$ cat config.mk
export PLATFORM = sky130hd
export DESIGN_NAME = sorted_priority_queue_unit
export DESIGN_NICKNAME = d
export VERILOG_FILES = /design/src/spq_pkg.sv /design/src/spq_ram.sv /design/src/spq_cmp_unit.sv /design/src/sorted_priority_queue_unit.sv
export VERILOG_INCLUDE_DIRS = /design/src /design/src/src
export SDC_FILE = /design/constraint.sdc
export NUM_CORES = 1
export LEC_CHECK = 0
export BUFFER_PORTS_ARGS = -buffer_cell sky130_fd_sc_hd__buf_2
export CAP_MARGIN = 20
export CORE_ASPECT_RATIO = 0.8
export CORE_MARGIN = 2
export CORE_UTILIZATION = 62
export DETAILED_ROUTE_END_ITERATION = 12
export PLACE_DENSITY = 0.79
export SYNTH_ARGS = -nofsm -noshare
export SYNTH_HDL_FRONTEND = slang
export SYNTH_SLANG_ARGS = --single-unit
$ cat constraint.sdc
create_clock -name clk -period 12.2 [get_ports clk]
set_input_delay 1.83 -clock clk [delete_from_list [all_inputs] [get_ports clk]]
set_output_delay 1.83 -clock clk [all_outputs]
set_load 0.05 [all_outputs]
$ cat src/sorted_priority_queue_unit_defines.svh
// Assertion macros used by the sorted priority queue RTL.
`ifndef SORTED_PRIORITY_QUEUE_UNIT_DEFINES_SVH
`define SORTED_PRIORITY_QUEUE_UNIT_DEFINES_SVH

// Same-cycle implication, checked at each rising edge outside reset.
`define SPQ_ASSERT_IMP(label, clk, rst_n, ante, cons, msg) \
  label: assert property (@(posedge clk) disable iff (!rst_n) (ante) |-> (cons)) \
    else $error(msg);

// Next-cycle implication, checked at each rising edge outside reset.
`define SPQ_ASSERT_NXT(label, clk, rst_n, ante, cons, msg) \
  label: assert property (@(posedge clk) disable iff (!rst_n) (ante) |=> (cons)) \
    else $error(msg);

`endif

$ cat src/spq_pkg.sv
// Types and constants shared by the sorted priority queue modules.
package spq_pkg;

  localparam int DEPTH         = 16;
  localparam int PAYLOAD_WIDTH = 32;
  localparam int KEY_W         = 16;
  localparam int CNT_W         = $clog2(DEPTH + 1);
  localparam int ADDR_W        = $clog2(DEPTH);

  // Operation codes of the cmd field.
  localparam logic CMD_INSERT = 1'b0;
  localparam logic CMD_REMOVE = 1'b1;

  // One stored entry: key above payload.
  typedef struct packed {
    logic signed [KEY_W-1:0]  key;
    logic [PAYLOAD_WIDTH-1:0] payload;
  } entry_t;

  localparam int ENTRY_W = $bits(entry_t);

  // Outcome of the shared key comparator.
  typedef struct packed {
    logic ge;
    logic eq;
  } cmp_res_t;

endpackage

$ cat src/spq_ram.sv
// Generic single write port, single read port RAM with registered read data.
module spq_ram #(
  parameter int WIDTH = 8,
  parameter int DEPTH = 16
) (
  input  logic                     clk,
  input  logic                     we,
  input  logic [$clog2(DEPTH)-1:0] waddr,
  input  logic [WIDTH-1:0]         wdata,
  input  logic [$clog2(DEPTH)-1:0] raddr,
  output logic [WIDTH-1:0]         rdata
);

  logic [WIDTH-1:0] mem [DEPTH];
  logic [WIDTH-1:0] rdata_r;

  // Write port and registered read port.
  always_ff @(posedge clk) begin
    if (we) begin
      mem[waddr] <= wdata;
    end
    rdata_r <= mem[raddr];
  end

  assign rdata = rdata_r;

endmodule

$ cat src/spq_cmp_unit.sv
// Shared signed key comparator used by both the insert and the remove walk.
module spq_cmp_unit (
  input  logic signed [spq_pkg::KEY_W-1:0] a_key,
  input  logic signed [spq_pkg::KEY_W-1:0] b_key,
  output spq_pkg::cmp_res_t                res
);

  import spq_pkg::*;

  // One signed magnitude compare and one equality test.
  always_comb begin
    res.ge = (a_key >= b_key);
    res.eq = (a_key == b_key);
  end

endmodule

$ cat src/sorted_priority_queue_unit.sv
// Sorted priority queue: one command at a time, entries walked through a RAM.
// An insert walks from the tail past every lower key; a remove walks over all held entries.
// An insert into a full queue is refused without a walk.
// One word in flight, so the next word is taken at the earliest while its result is shown.
// Reset empties the queue; RAM contents are left as they are and never read stale.
// Results are shown for one cycle on out_valid; the receiver cannot stall them.
`include "sorted_priority_queue_unit_defines.svh"

module sorted_priority_queue_unit (
  input  logic                                clk,
  input  logic                                rst_n,
  input  logic                                start,
  output logic                                busy,
  input  logic                                in_cmd,
  input  logic signed [15:0]                  in_key,
  input  logic [31:0]                         in_payload,
  output logic                                out_valid,
  output logic signed [15:0]                  out_head_key,
  output logic [31:0]                         out_head_payload,
  output logic [4:0]                          out_occupancy,
  output logic                                out_is_empty,
  output logic                                out_insert_refused,
  output logic [4:0]                          out_removed_count
);

  import spq_pkg::*;

  // Sequencer state codes.
  localparam logic [2:0] ST_IDLE = 3'd0;
  localparam logic [2:0] ST_RD   = 3'd1;
  localparam logic [2:0] ST_CMP  = 3'd2;
  localparam logic [2:0] ST_HEAD = 3'd3;
  localparam logic [2:0] ST_HDAT = 3'd4;

  logic [2:0]               state_r, state_nxt;
  logic [CNT_W-1:0]         count_r, count_nxt;
  logic [CNT_W-1:0]         idx_r, idx_nxt;
  logic [CNT_W-1:0]         wr_r, wr_nxt;
  logic                     cmd_r, cmd_nxt;
  logic signed [KEY_W-1:0]  key_r, key_nxt;
  logic [PAYLOAD_WIDTH-1:0] payload_r, payload_nxt;
  logic                     refused_r, refused_nxt;
  logic [CNT_W-1:0]         removed_r, removed_nxt;

  logic                     out_valid_r, out_valid_nxt;
  logic signed [KEY_W-1:0]  out_key_r, out_key_nxt;
  logic [31:0]              out_pl_r, out_pl_nxt;
  logic                     out_empty_r, out_empty_nxt;
  logic [CNT_W-1:0]         out_occ_r, out_occ_nxt;
  logic                     out_ref_r, out_ref_nxt;
  logic [CNT_W-1:0]         out_rem_r, out_rem_nxt;

  logic              ram_we;
  logic [ADDR_W-1:0] ram_waddr;
  logic [ADDR_W-1:0] ram_raddr;
  entry_t            ram_wdata;
  logic [ENTRY_W-1:0] ram_rdata;
  entry_t            rd_entry;
  entry_t            new_entry;
  cmp_res_t          cmp;

  assign rd_entry          = entry_t'(ram_rdata);
  assign new_entry.key     = key_r;
  assign new_entry.payload = payload_r;

  // Entry store.
  spq_ram #(
    .WIDTH (ENTRY_W),
    .DEPTH (DEPTH)
  ) u_ram (
    .clk   (clk),
    .we    (ram_we),
    .waddr (ram_waddr),
    .wdata (ram_wdata),
    .raddr (ram_raddr),
    .rdata (ram_rdata)
  );

  // Shared comparator: stored key against the command key.
  spq_cmp_unit u_cmp (
    .a_key (rd_entry.key),
    .b_key (key_r),
    .res   (cmp)
  );

  // Sequencer: insert walks down from the tail, remove walks up from the head.
  always_comb begin
    state_nxt     = state_r;
    count_nxt     = count_r;
    idx_nxt       = idx_r;
    wr_nxt        = wr_r;
    cmd_nxt       = cmd_r;
    key_nxt       = key_r;
    payload_nxt   = payload_r;
    refused_nxt   = refused_r;
    removed_nxt   = removed_r;
    out_valid_nxt = 1'b0;
    out_key_nxt   = out_key_r;
    out_pl_nxt    = out_pl_r;
    out_empty_nxt = out_empty_r;
    out_occ_nxt   = out_occ_r;
    out_ref_nxt   = out_ref_r;
    out_rem_nxt   = out_rem_r;
    ram_we        = 1'b0;
    ram_waddr     = '0;
    ram_wdata     = new_entry;
    ram_raddr     = '0;
    case (state_r)
      ST_IDLE: begin
        if (start) begin
          cmd_nxt     = in_cmd;
          key_nxt     = in_key;
          payload_nxt = PAYLOAD_WIDTH'(in_payload);
          refused_nxt = 1'b0;
          removed_nxt = '0;
          wr_nxt      = '0;
          if (in_cmd == CMD_INSERT) begin
            if (count_r == CNT_W'(DEPTH)) begin
              refused_nxt = 1'b1;
              state_nxt   = ST_HEAD;
            end else begin
              idx_nxt   = count_r;
              state_nxt = ST_RD;
            end
          end else begin
            idx_nxt   = '0;
            state_nxt = ST_RD;
          end
        end
      end
      ST_RD: begin
        if (cmd_r == CMD_INSERT) begin
          if (idx_r == '0) begin
            // Every entry was lower: the new word becomes the head.
            ram_we    = 1'b1;
            ram_waddr = '0;
            ram_wdata = new_entry;
            count_nxt = count_r + CNT_W'(1);
            state_nxt = ST_HEAD;
          end else begin
            ram_raddr = ADDR_W'(idx_r - CNT_W'(1));
            state_nxt = ST_CMP;
          end
        end else begin
          if (idx_r == count_r) begin
            count_nxt   = wr_r;
            removed_nxt = count_r - wr_r;
            state_nxt   = ST_HEAD;
          end else begin
            ram_raddr = idx_r[ADDR_W-1:0];
            state_nxt = ST_CMP;
          end
        end
      end
      ST_CMP: begin
        ram_we = 1'b1;
        if (cmd_r == CMD_INSERT) begin
          ram_waddr = idx_r[ADDR_W-1:0];
          if (cmp.ge) begin
            // Equal or higher key stays ahead: place the new word behind it.
            ram_wdata = new_entry;
            count_nxt = count_r + CNT_W'(1);
            state_nxt = ST_HEAD;
          end else begin
            ram_wdata = rd_entry;
            idx_nxt   = idx_r - CNT_W'(1);
            state_nxt = ST_RD;
          end
        end else begin
          // Keep non-matching entries, closing up over the deleted ones.
          ram_we    = !cmp.eq;
          ram_waddr = wr_r[ADDR_W-1:0];
          ram_wdata = rd_entry;
          if (!cmp.eq) begin
            wr_nxt = wr_r + CNT_W'(1);
          end
          idx_nxt   = idx_r + CNT_W'(1);
          state_nxt = ST_RD;
        end
      end
      ST_HEAD: begin
        out_occ_nxt = count_r;
        out_ref_nxt = refused_r;
        out_rem_nxt = removed_r;
        if (count_r == '0) begin
          out_key_nxt   = '0;
          out_pl_nxt    = '0;
          out_empty_nxt = 1'b1;
          out_valid_nxt = 1'b1;
          state_nxt     = ST_IDLE;
        end else begin
          ram_raddr = '0;
          state_nxt = ST_HDAT;
        end
      end
      ST_HDAT: begin
        out_key_nxt   = rd_entry.key;
        out_pl_nxt    = 32'(rd_entry.payload);
        out_empty_nxt = 1'b0;
        out_valid_nxt = 1'b1;
        state_nxt     = ST_IDLE;
      end
      default: begin
        state_nxt = ST_IDLE;
      end
    endcase
  end

  // Control registers.
  always_ff @(posedge clk) begin
    if (!rst_n) begin
      state_r     <= ST_IDLE;
      count_r     <= '0;
      out_valid_r <= 1'b0;
    end else begin
      state_r     <= state_nxt;
      count_r     <= count_nxt;
      out_valid_r <= out_valid_nxt;
    end
  end

  // Working and result words.
  always_ff @(posedge clk) begin
    idx_r       <= idx_nxt;
    wr_r        <= wr_nxt;
    cmd_r       <= cmd_nxt;
    key_r       <= key_nxt;
    payload_r   <= payload_nxt;
    refused_r   <= refused_nxt;
    removed_r   <= removed_nxt;
    out_key_r   <= out_key_nxt;
    out_pl_r    <= out_pl_nxt;
    out_empty_r <= out_empty_nxt;
    out_occ_r   <= out_occ_nxt;
    out_ref_r   <= out_ref_nxt;
    out_rem_r   <= out_rem_nxt;
  end

  assign busy               = (state_r != ST_IDLE);
  assign out_valid          = out_valid_r;
  assign out_head_key       = out_key_r;
  assign out_head_payload   = out_pl_r;
  assign out_occupancy      = 5'(out_occ_r);
  assign out_is_empty       = out_empty_r;
  assign out_insert_refused = out_ref_r;
  assign out_removed_count  = 5'(out_rem_r);

  // Checks on the sequencer and the result word.
  `SPQ_ASSERT_NXT(a_accept_busy, clk, rst_n, start && !busy, busy,
    "accepted command did not make the block busy")
  `SPQ_ASSERT_IMP(a_strobe_idle, clk, rst_n, out_valid, !busy,
    "result strobe while the sequencer is still working")
  `SPQ_ASSERT_IMP(a_count_range, clk, rst_n, 1'b1, count_r <= CNT_W'(DEPTH),
    "entry count beyond the queue depth")
  `SPQ_ASSERT_IMP(a_refused_full, clk, rst_n, out_valid && out_insert_refused,
    (out_removed_count == 5'd0) && (out_occupancy == 5'(DEPTH)),
    "refused insert reported without a full queue")
  `SPQ_ASSERT_IMP(a_empty_head, clk, rst_n, out_valid && out_is_empty,
    (out_occupancy == 5'd0) && (out_head_key == 16'sd0) && (out_head_payload == 32'd0),
    "empty queue reported with a head word or entries")

endmodule

==> results.py, run 1 <==
metrics = {
    "yosys": {
        "ys_ff_latch": 950,
        "seq_area_frac_synth": 0.7427,
        "async_reset_ff_frac": 0,
        "muxShareOfSynthArea": 0.05318,
        "avgSynthCellArea_um2": 14.08,
        "yosysUniqueCellTypes": 59,
        "netlist.area_leader.share": 0.7124,
        "netlist_top_cells_count": "edfxtp_1 (893), nand2_1 (698), nand3_1 (157), mux2i_1 (146), o21ai_0 (111)",
        "synthSimpleGateAreaFrac": 0.1188,
        "synth_compound_area_frac": 0.04880,
        "yosysWarningCount": 0,
        "synth_xor_area_frac": 0.003723,
        "synth.area.top_cells": "edfxtp_1 (71%), nand2_1 (7.0%), mux2i_1 (3.9%)",
        "yosysMostFrequentCell": "edfxtp_1",
        "synth_nets": 2752,
        "synth_top_family_by_area": "simple AND/OR/NAND/NOR gates",
        "synth_ff_type": "edfxtp_1",
        "yosysTopAreaCell": "edfxtp_1",
        "synthCells": 2674,
        "syn-cell-area_um2": 37640,
        "synth_edf_count": 893,
        "synthAdderAreaFrac": 0.008842,
    },
    "finish": {
        "num_antenna_cells": 0,
        "area_growth_pct": 11.26,
        "layout.nets": 2837,
        "seq_area_um2": 27960,
        "fill_cells": 3797,
        "multi_input_comb_area_um2": 8975,
        "drive_above_1_share": 0.1109,
        "design_area_um2": 41880,
    },
    "timing": {
        "tightest_slew_ns": 1.303,
        "period_share": 0.3819,
        "fmax_mhz": 214.6,
        "slew_viol_final": 0,
        "finClkSkew_ns": 0.02795,
        "hold_violations": 0,
        "relSlewSlack": 0.1316,
        "setup_viol": 0,
        "rsz0062_at_grt": "false",
        "min_period_ns": 4.659,
        "tns_ns": 0,
    },
    "power": {
        "p_int_uw": 5522,
        "switching_power_uw": 1684,
        "ir_worst_vdd_mv": 0.1149,
        "seqPwrFrac": 0.522,
        "pwr-share-comb": 0.092,
        "p_leak_uw": 0.01440,
        "p_sw_frac": 0.2337,
        "power.density_nw_per_um2": 172.0,
        "clockPowerShare": 0.386,
    },
    "drt": {
        "dr_wl_met3_um": 8139,
        "highest_layer": "met4",
        "m1WireLength_um": 35440,
        "wl_per_cell_um": 24.41,
        "ant_nets": 0,
        "drtIter0Drc": 3041,
        "route.detailed.drc": 0,
        "vias": 22580,
        "first_pass_iters": 6,
        "routed_wl_um": 88150,
        "vias_per_cell": 6.254,
        "wl_met2_um": 41930,
    },
    "critical_path": {
        "ff2ff_path_depth": 9,
        "r2r_setup_slack_ns": 7.54,
        "crit_arrival_ns": 5.12,
        "start_kind": "register",
        "worstReg2RegStart": "state_r[0]$_SDFFE_PN0N_",
        "critPathKind": "register to register",
        "cp.required_ns": 12.66,
        "cp_max_fo": 90,
        "worstReg2RegEnd": "u_ram.rdata[24]$_DFF_P_",
        "end_kind": "register",
    },
    "clock_network": {
        "insertion_delay_ns": 0.66,
        "post-cts-setup-buffers": 0,
        "cts-root-buf": "clkbuf_16",
        "cts_sinks": 950,
        "clockBufferDepth": 3,
        "clkTransAtPathRegs_ns": 0.06,
        "cts_resized": 0,
        "cts_buffers": 88,
        "cts_tree": "yes",
        "htreeDepth": 3,
        "cts_hold_buf": 0,
    },
    "min_path": {
        "hold_depth": 0,
        "hold_path.class": "register to register",
        "min_to": "out_removed_count[0]$_DFFE_PN_",
        "hp-start": "removed_r[0]$_SDFFCE_PN0P_",
    },
    "status": {
        "status": "finished, final reports clean",
    },
    "global_route": {
        "grt_pass1_vias": 22020,
        "grt_max_degree": 242,
        "grt_pass1_wl_um": 130700,
        "grt_antenna_before_repair": 3,
        "grt_usage": 0.2804,
        "grt-ovfl-total": 0,
    },
    "floorplanning": {
        "die_y_um": 224.4,
        "fp-row-count": 80,
        "floorplan.initialDensity": 0.6289,
        "core_um2": 59860,
        "dieArea_um2": 62710,
        "chipWidth_um": 279.5,
        "io_pins": 114,
    },
    "placed_design": {
        "io_buffers": 113,
        "place_hpwl_um": 40990,
        "globalplace.congestion": 0.8634,
        "post_dp_cell_area_um2": 38920,
    },
    "job": {
        "drv_cap": 0,
    },
}
-- cell usage in the layout (no fill, tap or decap), types with 4 or more instances in the layout --
master     Yosys  layout
dfxtp_1       57      57
nor2_1        46      28
xor2_1         4       4
o21ai_1        5       5
a21oi_1       22      21
o21ai_0      111     111
clkbuf_16      0      90
nand3_1      157     157
inv_1         33      32
o221ai_1      48      48
xnor2_1       12      12
clkbuf_8       0      20
mux2_1        48      48
mux2i_1      146     146
clkinv_1       0       5
nand2_1      698     695
edfxtp_1     893     893
a211oi_1       4       4
or3_1          4       4
buf_4         13      31
buf_2         64     113
bufinv_16      0       6
nand3b_1      50      50
and3_1         4       4
and2_1        50      50
nor3_1         6       6
clkbuf_1      60      23
ha_1          25      25
a32oi_1       48      48
nor2_4         0      18
clkinv_2       0      12
-- per-layer routing --
layer	global-route usage	vias up
li1	-	9996
met1	0.3911	11190
met2	0.4509	1211
met3	0.05017	191
met4	0.1006	0
met5	0	-
-- registers in the layout (all words and copies together), names as in the netlist, 16 cells and up --
register and count:
key_r 16, u_ram.rdata 48, payload_r 32, u_ram.mem 768, out_head_payload 32, out_head_key 16
-- worst max-delay path, cell delays in order, from the launching register on --
cell,delay (ns)
dfxtp_1,0.43
or3b_1,0.59
a311oi_2,0.42
a211o_4,0.61
buf_4,0.56
buf_4,0.86
mux2i_1,0.32
mux2i_1,0.10
a32oi_1,0.23
o221ai_1,0.17
-- metrics by stage --
step	utilization	setup slack (ns)	std cells	hold WS, ns	total power (uW)
after detailed placement	0.6501	7.655	3448	0.4045	4470
after global placement	0.6494	7.896	3445	0.4057	4438
after floorplan	-	8.051	2674	0.4003	4278
after global routing	0.6997	7.308	3611	0.4238	7413
final	0.6997	7.541	3611	0.4192	7205
after CTS	0.6997	7.628	3611	0.4186	7220
-- power by group through the flow --
stage	Combinational, uW	Clock, uW	Sequential (uW)
5_1_grt	720	2920	3770
3_5_place_dp	642	0	3830
4_1_cts	651	2810	3760
2_1_floorplan	473	0	3810
3_3_place_gp	612	0	3830
6_report	661	2780	3760
-- cell families (layout without fill, tap and decap cells) --
| kind of cell | count (synthesis) | in the layout |
|---|---|---|
| simple gates | 1032 | 1032 |
| flops | 950 | 950 |
| compound gates | 270 | 270 |
| mux | 194 | 194 |
| buf+inv | 186 | 344 |
| fa+ha+maj | 26 | 26 |
| xor+xnor | 16 | 16 |
-- cell type report --
class | instances | share of cell area
tap | 779 | 0.02327
multi-input combinational | 1538 | 0.2143
clock buffer | 133 | 0.06241
timing repair buffer | 148 | 0.02115
inverter | 33 | 0.002958
sequential | 950 | 0.6675
clock inverter | 30 | 0.008424
-- worst max path at each step --
stage,from,to,slack [ns],cells past startpoint
after floorplan,cmd_r$_DFFE_PP_,u_ram.mem[4][0]$_DFFE_PP_,8.05,8
after global placement,state_r[0]$_SDFFE_PN0N_,u_ram.rdata[36]$_DFF_P_,7.90,9
after detailed placement,state_r[0]$_SDFFE_PN0N_,u_ram.rdata[24]$_DFF_P_,7.66,9
after CTS,state_r[0]$_SDFFE_PN0N_,u_ram.rdata[24]$_DFF_P_,7.63,9
after global routing,state_r[0]$_SDFFE_PN0N_,u_ram.rdata[31]$_DFF_P_,7.31,9
final,state_r[0]$_SDFFE_PN0N_,u_ram.rdata[24]$_DFF_P_,7.54,9
Power figures use the tool's default switching activity.
==> run 2: changes to the inputs <==
Settings changed: CORE_UTILIZATION 62 to 56, PLACE_DENSITY 0.79 to 0.76.
Clock period 12.2 ns to 4.13 ns, I/O delays scaled along.
==> results.py, run 2 (synthesized netlist as in run 1, its figures left out) <==
metrics = {
    "floorplanning": {
        "dieArea_um2": 69320,
        "chipWidth_um": 293.9,
        "io_pins": 114,
        "core_um2": 66110,
        "fp-row-count": 84,
        "floorplan.initialDensity": 0.5694,
        "die_y_um": 235.9,
    },
    "clock_network": {
        "post-cts-setup-buffers": 0,
        "cts_sinks": 950,
        "cts_tree": "yes",
        "insertion_delay_ns": 0.64,
        "clkTransAtPathRegs_ns": 0.06,
        "htreeDepth": 3,
        "cts_buffers": 86,
        "clockBufferDepth": 3,
        "cts-root-buf": "clkbuf_16",
    },
    "finish": {
        "drive_above_1_share": 0.1191,
        "largest_register_ffs": 768,
        "multi_input_comb_area_um2": 8965,
        "final_common_cell": "edfxtp_1",
        "design_area_um2": 42590,
        "regMostFlops": "u_ram.mem",
        "num_antenna_cells": 0,
        "layout.nets": 2870,
        "layout_common_cells": "edfxtp_1 (893), nand2_1 (695), nand3_1 (157)",
        "area_growth_pct": 13.15,
        "fill_cells": 4532,
        "finalNonFillerCells": 3723,
        "utilization": 0.6443,
        "seq_area_um2": 27960,
    },
    "critical_path": {
        "cpPeakStageDelay_ns": 0.68,
        "end_kind": "register",
        "crit_buf_inv": 2,
        "start_kind": "register",
        "cp_max_fo": 18,
        "critPathKind": "register to register",
        "ff2ff_path_depth": 10,
        "worstReg2RegEnd": "u_ram.mem[9][39]$_DFFE_PP_",
        "cp.required_ns": 4.42,
        "cp_slowest_cell": "nor4_1",
        "cp_top_family": "compound AO/OA/AOI/OAI gates",
        "r2r_setup_slack_ns": 0.21,
        "crit_chain": "inv_1 > ha_1 > nand3_1 > nor4_1 > a21boi_1 > o31a_1 > nor3_2 > o21ai_4 > buf_4 > mux2_1",
        "crit_arrival_ns": 4.21,
        "worstReg2RegStart": "key_r[14]$_DFFE_PP_",
    },
    "drt": {
        "drtIter0Drc": 2640,
        "vias_per_cell": 6.054,
        "wl_per_cell_um": 23.67,
        "vias": 22540,
        "routed_wl_um": 88120,
        "ant_nets": 0,
        "route.detailed.drc": 0,
        "first_pass_iters": 7,
    },
    "timing": {
        "setup_viol": 0,
        "slew_viol_final": 0,
        "tightest_slew_ns": 1.198,
        "relSlewSlack": 0.1993,
        "finClkSkew_ns": 0.01550,
        "hold_violations": 0,
        "period_share": 0.9497,
        "fmax_mhz": 254.9,
        "min_period_ns": 3.922,
        "rsz0062_at_grt": "false",
    },
    "min_path": {
        "hold_depth": 1,
        "hp-start": "in_payload[13]",
        "hold_path.class": "input pin to register",
        "min_to": "payload_r[13]$_DFFE_PP_",
    },
    "global_route": {
        "grt_usage": 0.2540,
        "grt_pass1_vias": 22030,
        "grt_max_degree": 122,
        "grt-ovfl-total": 0,
        "grt_antenna_before_repair": 2,
        "grt_pass1_wl_um": 132000,
    },
    "power": {
        "ir_worst_vdd_mv": 0.3676,
        "power.density_nw_per_um2": 507.0,
        "total_power_uw": 21600,
        "p_leak_uw": 0.01466,
    },
    "placed_design": {
        "io_buffers": 113,
        "place_hpwl_um": 45920,
        "post_dp_cell_area_um2": 39550,
        "dp.cells": 3562,
        "globalplace.congestion": 0.8516,
    },
    "status": {
        "status": "finished, final reports clean",
    },
    "job": {
        "drv_cap": 0,
    },
}
-- run 2: cell count changes in the layout (fill, tap and decap cells not counted), sizes merged --
cell	delta
buf	+35
clkbuf	-33
clkinv	+15
bufinv	+12
clkinvlp	+2
-- run 2: how the worst max path moves through the flow --
stage / start / endpoint / slack, ns / depth (start not counted)
finish: key_r[14]$_DFFE_PP_ / u_ram.mem[9][39]$_DFFE_PP_ / 0.21 / 10
global route: key_r[15]$_DFFE_PP_ / u_ram.mem[6][27]$_DFFE_PP_ / 0.09 / 10
CTS: key_r[14]$_DFFE_PP_ / u_ram.mem[1][36]$_DFFE_PP_ / 0.23 / 10
detailed placement: key_r[15]$_DFFE_PP_ / u_ram.mem[6][36]$_DFFE_PP_ / 0.27 / 10
global placement: key_r[15]$_DFFE_PP_ / u_ram.mem[2][27]$_DFFE_PP_ / 0.31 / 10
floorplan: cmd_r$_DFFE_PP_ / u_ram.mem[4][0]$_DFFE_PP_ / -0.02 / 8
-- run 2: worst register-to-register path, cell delays in order, from the launching register on --
cell      delay [ns]
edfxtp_1        0.35
inv_1           0.06
ha_1            0.33
nand3_1         0.14
nor4_1          0.68
a21boi_1        0.50
o31a_1          0.26
nor3_2          0.09
o21ai_4         0.19
buf_4           0.37
mux2_1          0.61
-- run 2: final cells by class --
type | instances | share of cell area
flip-flops and latches | 950 | 0.6564
multi-input cells | 1538 | 0.2105
clock buffers | 100 | 0.05276
repair buffers | 183 | 0.03443
well taps | 860 | 0.02526
clock inverters | 59 | 0.01780
inverters | 33 | 0.002908
-- run 2: where the power goes --
group          internal (uW)  leakage [uW]  switching, uW  total (uW)
registers              10900       0.00866            166       11100
clock network           5030       0.00146           3450        8480
logic                    647       0.00454           1360        2000
total                  16600        0.0147           4970       21600
-- run 2: what timing repair did --
item,CTS,global route
endpoints found under the setup margin,0,272
gates resized for setup,0,1
hold buffers,0,0
-- run 2: per-stage QoR --
step	setup TNS, ns	hold slack (ns)	worst slack, ns
3_3_place_gp	0	0.4107	0.3055
4_1_cts	0	0.1155	0.2346
2_1_floorplan	-2.914	0.4003	-0.01901
6_report	0	0.1535	0.2076
5_1_grt	0	0.1161	0.09458
3_5_place_dp	0	0.4116	0.2676
-- run 2: layer usage --
layer / share of wire / vias up / track usage
met2: 0.48 / 1125 / 0.4047
met1: 0.41 / 11180 / 0.3606
met3: 0.091 / 169 / 0.04513
met5: 0.00015 / - / 0
met4: 0.024 / 2 / 0.07746
li1: - / 10060 / -
